<file path="src/hw/rtl/wca_pkg.sv">
// ---------------------------------------------------------------------------
// WCA pair force package
// Shared types, constants and register indexes of the pair force accumulator.
// ---------------------------------------------------------------------------
package wca_pkg;

  localparam int unsigned MaxParticlesDef = 1024;
  localparam int unsigned CellsPerSideDef = 32;
  localparam int unsigned QueueDepth = 2;

  localparam logic [1:0] REG_BOX_LENGTH = 2'd0;
  localparam logic [1:0] REG_CELL_WIDTH = 2'd1;
  localparam logic [1:0] REG_CUTOFF_SQ  = 2'd2;

  localparam logic [23:0] BOX_RESET    = 24'd2097152;
  localparam logic [23:0] CELL_RESET   = 24'd131072;
  localparam logic [23:0] CUTOFF_RESET = 24'd82570;
  localparam logic [47:0] NEAR_LIMIT   = 48'd16384;

  typedef struct packed {
    logic [9:0]  self_id;
    logic [4:0]  self_cell_x;
    logic [4:0]  self_cell_y;
    logic [23:0] self_off_x;
    logic [23:0] self_off_y;
    logic [9:0]  other_id;
    logic [4:0]  other_cell_x;
    logic [4:0]  other_cell_y;
    logic [23:0] other_off_x;
    logic [23:0] other_off_y;
    logic        last_neighbour;
  } in_beat_t;

  typedef struct packed {
    logic [9:0]         particle;
    logic signed [31:0] force_x;
    logic signed [31:0] force_y;
    logic               saturated;
  } out_beat_t;

  // Classified pair handed from the front to the back.
  typedef struct packed {
    logic               keep;
    logic               near;
    logic               last;
    logic [9:0]         particle;
    logic signed [35:0] dx;
    logic signed [35:0] dy;
    logic [47:0]        q;
  } pair_t;

endpackage

</file>
<file path="src/hw/rtl/wca_queue.sv">
// ---------------------------------------------------------------------------
// WCA pair queue
// Short queue that decouples the front from the back.
// ---------------------------------------------------------------------------
module wca_queue #(
  parameter int unsigned DEPTH = wca_pkg::QueueDepth
) (
  input  logic           clk,
  input  logic           rst_n,
  input  logic           push,
  input  wca_pkg::pair_t push_data,
  output logic           full,
  input  logic           pop,
  output wca_pkg::pair_t pop_data,
  output logic           empty
);
  import wca_pkg::*;

  localparam int unsigned AW = (DEPTH > 1) ? $clog2(DEPTH) : 1;

  pair_t          mem [DEPTH];
  logic [AW-1:0]  wp_r, wp_nxt, rp_r, rp_nxt;
  logic [AW:0]    cnt_r, cnt_nxt;
  logic           do_push, do_pop;

  assign full     = (cnt_r == (AW+1)'(DEPTH));
  assign empty    = (cnt_r == '0);
  assign do_push  = push && !full;
  assign do_pop   = pop && !empty;
  assign pop_data = mem[rp_r];

  always_comb begin
    wp_nxt  = wp_r;
    rp_nxt  = rp_r;
    if (do_push) wp_nxt = (wp_r == AW'(DEPTH - 1)) ? '0 : wp_r + 1'b1;
    if (do_pop)  rp_nxt = (rp_r == AW'(DEPTH - 1)) ? '0 : rp_r + 1'b1;
    cnt_nxt = cnt_r + (AW+1)'(do_push) - (AW+1)'(do_pop);
  end

  always_ff @(posedge clk) begin
    if (!rst_n) begin
      wp_r  <= '0;
      rp_r  <= '0;
      cnt_r <= '0;
    end else begin
      wp_r  <= wp_nxt;
      rp_r  <= rp_nxt;
      cnt_r <= cnt_nxt;
    end
    if (do_push) mem[wp_r] <= push_data;
  end
endmodule

</file>
<file path="config.mk">
export PLATFORM = sky130hd
export DESIGN_NAME = wca_queue
export DESIGN_NICKNAME = d
export VERILOG_FILES = /design/src/hw/rtl/wca_pkg.sv /design/src/hw/rtl/wca_queue.sv
export SDC_FILE = /design/constraint.sdc
export NUM_CORES = 1
export LEC_CHECK = 0
export BUFFER_PORTS_ARGS = -buffer_cell sky130_fd_sc_hd__buf_2
export CAP_MARGIN = 30
export CORE_UTILIZATION = 54
export CTS_BUF_LIST = sky130_fd_sc_hd__clkbuf_8
export CTS_CLUSTER_DIAMETER = 50
export DETAILED_ROUTE_END_ITERATION = 10
export PLACE_DENSITY_LB_ADDON = 0.1
export SLEW_MARGIN = 30
export SYNTH_ARGS = -nofsm -noshare
export SYNTH_HDL_FRONTEND = slang
export SYNTH_SLANG_ARGS = --single-unit
</file>
<file path="constraint.sdc">
create_clock -name clk -period 9.01 [get_ports clk]
set_clock_uncertainty 0.05 [all_clocks]
set_input_delay 0.4505 -clock clk [delete_from_list [all_inputs] [get_ports clk]]
set_output_delay 0.4505 -clock clk [all_outputs]
set_load 0.005 [all_outputs]
</file>
# Word-level counts from Yosys, hierarchy flattened
# Memories as Yosys holds them, arrays and structs flattened. A register that Yosys moved wholly into a read port is not among the register bits.
# Index checks and enable logic that the tools add are counted.
[totals]
memories = 1
register_bits = 4
mem_bits_rw = 266
wordCells = 20
[classes]
reduce_logical = 5
mux = 6
n_eq_ne = 1
addsub = 4
[mem_list]
columns = ["name", "words", "width", "rd", "rd_ports_with_merged_regs", "wr", "line_no", "text"]
rows = [
  ["mem", 2, 133, 1, 1, 1, "wca_queue.sv:21", "pair_t mem [DEPTH];"],
]
[op_table]
columns = ["cell", "count"]
rows = [
  ["$mux 1", 6],
  ["$add 1x1->1 const B", 2],
  ["$add 2x1->2", 1],
  ["$eq 2x2->1 const B", 1],
  ["$logic_and 1x1->1", 2],
  ["$logic_not 1->1", 2],
  ["$logic_not 2->1", 1],
  ["$sub 2x1->2", 1],
]

# Longest topological paths before layout
[depth]
word_depth = 5
depth_mapped = 8
mapped_depth_nobuf = 8

# Least setup slack after synthesis
# No wires, ideal clock.
[synth_path]
path_type = "register -> register"
startpoint = "reg cnt_r[0]"
endpoint = "mem mem[0][0] in the netlist's numbering (enable)"
stages_incl_launch_ff = 4
synth_period_minus_slack_ps = 6792
arrival_ps = 6115
setup_ps = 627
n_path_buf = 0
setup_slack_ps = 2218
cell_sequence = "dfxtp_1 -> nand2b_1 -> nand2_1 -> nor2_1"
[synth_between]
elab_chain_len = 5
[synth_rtl]
columns = ["element", "line_no", "text"]
rows = [
  ["start: declaration", "wca_queue.sv:23", "logic [AW:0] cnt_r, cnt_nxt;"],
  ["start signal: assignment", "wca_queue.sv:48", "cnt_r <= cnt_nxt;"],
  ["$eq 2x2->1", "wca_queue.sv:26", "assign full = (cnt_r == (AW+1)'(DEPTH));"],
  ["$logic_not 1->1", "wca_queue.sv:28", "assign do_push = push && !full;"],
  ["$logic_and 1x1->1", "wca_queue.sv:28", ""],
  ["$mux 1", "wca_queue.sv:50", "if (do_push) mem[wp_r] <= push_data;"],
  ["$mux 1 (implied by the code)", "wca_queue.sv:50", ""],
  ["end: declaration", "wca_queue.sv:21", ""],
]
# Every way passes these cells.

==> flow_metrics.tcl <==
set metrics [dict create \
    ys_warn_count 0 \
    critPathKind "flop to output port" \
    coreArea_um2 18150 \
    max_stage_delay_ns 0.77 \
    period_minus_slack_ns 3.125 \
    power.leakage_nw 4.879 \
    dr.pass1.iters 7 \
    grt_pass1_wl_mm 28.61 \
    area_growth_pct 23.11 \
    synth_top_cell_by_area "edfxtp_1" \
    rsz0062_at_grt "no" \
    reg2reg_to "mem[1][115]$_DFFE_PP_" \
    ant_nets 0 \
    timing.final.crit_share 0.3468 \
    grt_max_degree 83 \
    synth-edff-count 266 \
    cts_tree "done" \
    yosysUniqueCellTypes 18 \
    synth_top_area_frac 0.7898 \
    nNetsFinal 885 \
    syn_area_per_cell_um2 22.93 \
    crit_end "pop_data[43]" \
    rows 49 \
    tightest_slew_ns 0.8377 \
    grt_pass1_vias 5507 \
    dieWidth_um 138.9 \
    max_cap_viol_count 0 \
    worst_hold_slack_ns 0.06021 \
    synth_fp_nets 580 \
    cp.required_ns 8.51 \
    synth_top_family_by_area "multiplexers" \
    cts_resized 0 \
    syn_area_um2 10110 \
    die_y_um 138.9 \
    grt_overflow_total 0 \
    synth-xor-area-share 0.001732 \
    postPlaceCellArea_um2 11700 \
    synthTopCellsByArea "edfxtp_1, mux2_4, mux2_2" \
    floorplan.die_area_um2 19280 \
    cpLargestDelayFamily "buffers and inverters" \
    violations "DRC" \
    drt-total-wl_mm 18.53 \
    use_met3 0.07390 \
    seq_area_frac_synth 0.7997 \
    synth-compound-area-share 0.0007423 \
    io_pins 272 \
    initial_core_util 0.5573 \
    synth_most_common_cell "edfxtp_1" \
    use_met1 0.2177 \
    numPortBuffers 271 \
    num_vias 5065 \
    drc 18 \
    worst-path-buf-inv 2 \
    critical_path_arrival_ns 2.62 \
    cp-end-kind "output port" \
    crit_cells 3 \
    root_buffer "clkbuf_8" \
    grt_use_total 0.1951 \
    crit_chain "buf_6 -> mux2_2 -> buf_2" \
    setup_tns_ns 0 \
    antenna_found_initial 5 \
    rr_worst_depth 3 \
    critPathLaunchType "flop" \
    synth_common_cells "edfxtp_1, mux2_4, mux2_2" \
    synth_fa_ha_area_frac 0.002474 \
    drt_iter0_drc 239 \
    crit_fanout 68 \
    cts_max_level 2 \
    power.density_nw_per_um2 279.4 \
    cts_made_buffers 42 \
    drive_above_1_share 0.5928 \
    clockBufferDepth 3 \
    ir_drop_v 0.0001858 \
    hold_viol 0 \
    clock-sinks 271 \
    design_area_um2 12450 \
    synth_mux_area_frac 0.1751 \
    clk_latency_ns 0.52 \
    crit_path_top_delay_cell "dfxtp_4" \
    async_reset_ff_frac 0 \
    hpwl_mm 12.12 \
    relSlewSlack 0.4415 \
    syn_inst 441 \
    synthSimpleGateAreaFrac 0.006186 \
    grt_busiest_layer "met2" \
    ys.flop_type "edfxtp_1" \
    max_freq_mhz 320.0 \
    synth-seq-cells 271 \
    hold_class "input pin to flop" \
    gr-usage-met2 0.3291 \
    gp_congestion 0.7487 \
    r2r_start "cnt_r[0]$_SDFF_PN0_" \
    cts_setup_buffers 0 \
    post_drt_wl_per_cell_um 18.38 \
    slew_violations 0 \
    clkTransAtPathRegs_ns 0.07 \
    r2r_slack_ns 6.58 \
    outcome "complete, but fails checks" \
    vias_per_cell 5.025 \
    setup_viol 0 \
    cts_hold_buf 0 \
]
-- where the power goes --
group	leakage, nW	internal [mW]	total, mW	switching (mW)
clock	0.439	0.465	0.893	0.428
combinational	1.91	0.479	0.875	0.396
sequential	2.53	1.63	1.71	0.0810
total	4.88	2.57	3.48	0.906
-- cell families after synthesis --
family | after synthesis
AOI/OAI and AO/OA | 1
xor gates and xnor gates | 2
muxes | 134
and+or+nand+nor | 13
DFF | 271
adders and majority gates | 2
buffers and inverters | 18
-- routing by layer --
layer	vias up	routed length [µm]
li1	2368	-
met4	4	599
met1	2446	6907
met5	-	27
met2	203	9247
met3	44	1749
-- state kept, by name, indices dropped and copies added (netlist names), named ones only --
register and cells:
rp_r 1, cnt_r 2, mem 266, wp_r 1
-- worst min-delay path by stage --
stage | start | endpoint | slack (ns) | cells past startpoint
floorplan | wp_r$_SDFFE_PN0P_ | wp_r$_SDFFE_PN0P_ | 0.40 | 2
global placement | rp_r$_SDFFE_PN0P_ | rp_r$_SDFFE_PN0P_ | 0.45 | 2
finish | push_data[73] | mem[0][73]$_DFFE_PP_ | 0.06 | 1
global route | push_data[118] | mem[1][118]$_DFFE_PP_ | 0.03 | 1
CTS | push_data[19] | mem[1][19]$_DFFE_PP_ | 0.02 | 1
detailed placement | rp_r$_SDFFE_PN0P_ | flop | 0.45 | 2
-- final cells by class --
class	instances	area, µm²
multi-input cells	152	1896
clock buffers	46	633.1
clock inverters	28	107.6
fillers	1264	5697
repair buffers	276	1418
well taps	229	286.5
inverters	3	11.26
diodes	3	7.507
flip-flops and latches	271	8092
-- per-stage QoR --
stage	worst slack, ns	util	power, mW	instances
after floorplan	2.218	-	2.313	441
after global placement	5.871	0.6431	2.598	930
after detailed placement	6.396	0.6447	2.625	931
after CTS	5.811	0.6855	3.529	1005
after global routing	5.730	0.6861	3.651	1008
final	5.885	0.6861	3.478	1008
-- cells in the final DEF, fill, tap and decap left out --
cell type and n:
buf_2 271, edfxtp_1 266, mux2_4 70, mux2_2 63, clkbuf_8 46, inv_1 19, clkinv_1 10, nor2_1 4
dfxtp_1 4, diode_2 3, buf_6 3, nand2b_1 2, nand2_1 2, and2_1 2, ha_1 2, clkinv_2 2
o21a_1 1, nor2_4 1, xnor2_1 1, and3_4 1, mux2i_1 1, xor2_1 1, nor3_1 1, dfxtp_4 1
buf_12 1, buf_4 1
Power figures use the tool's default switching activity.
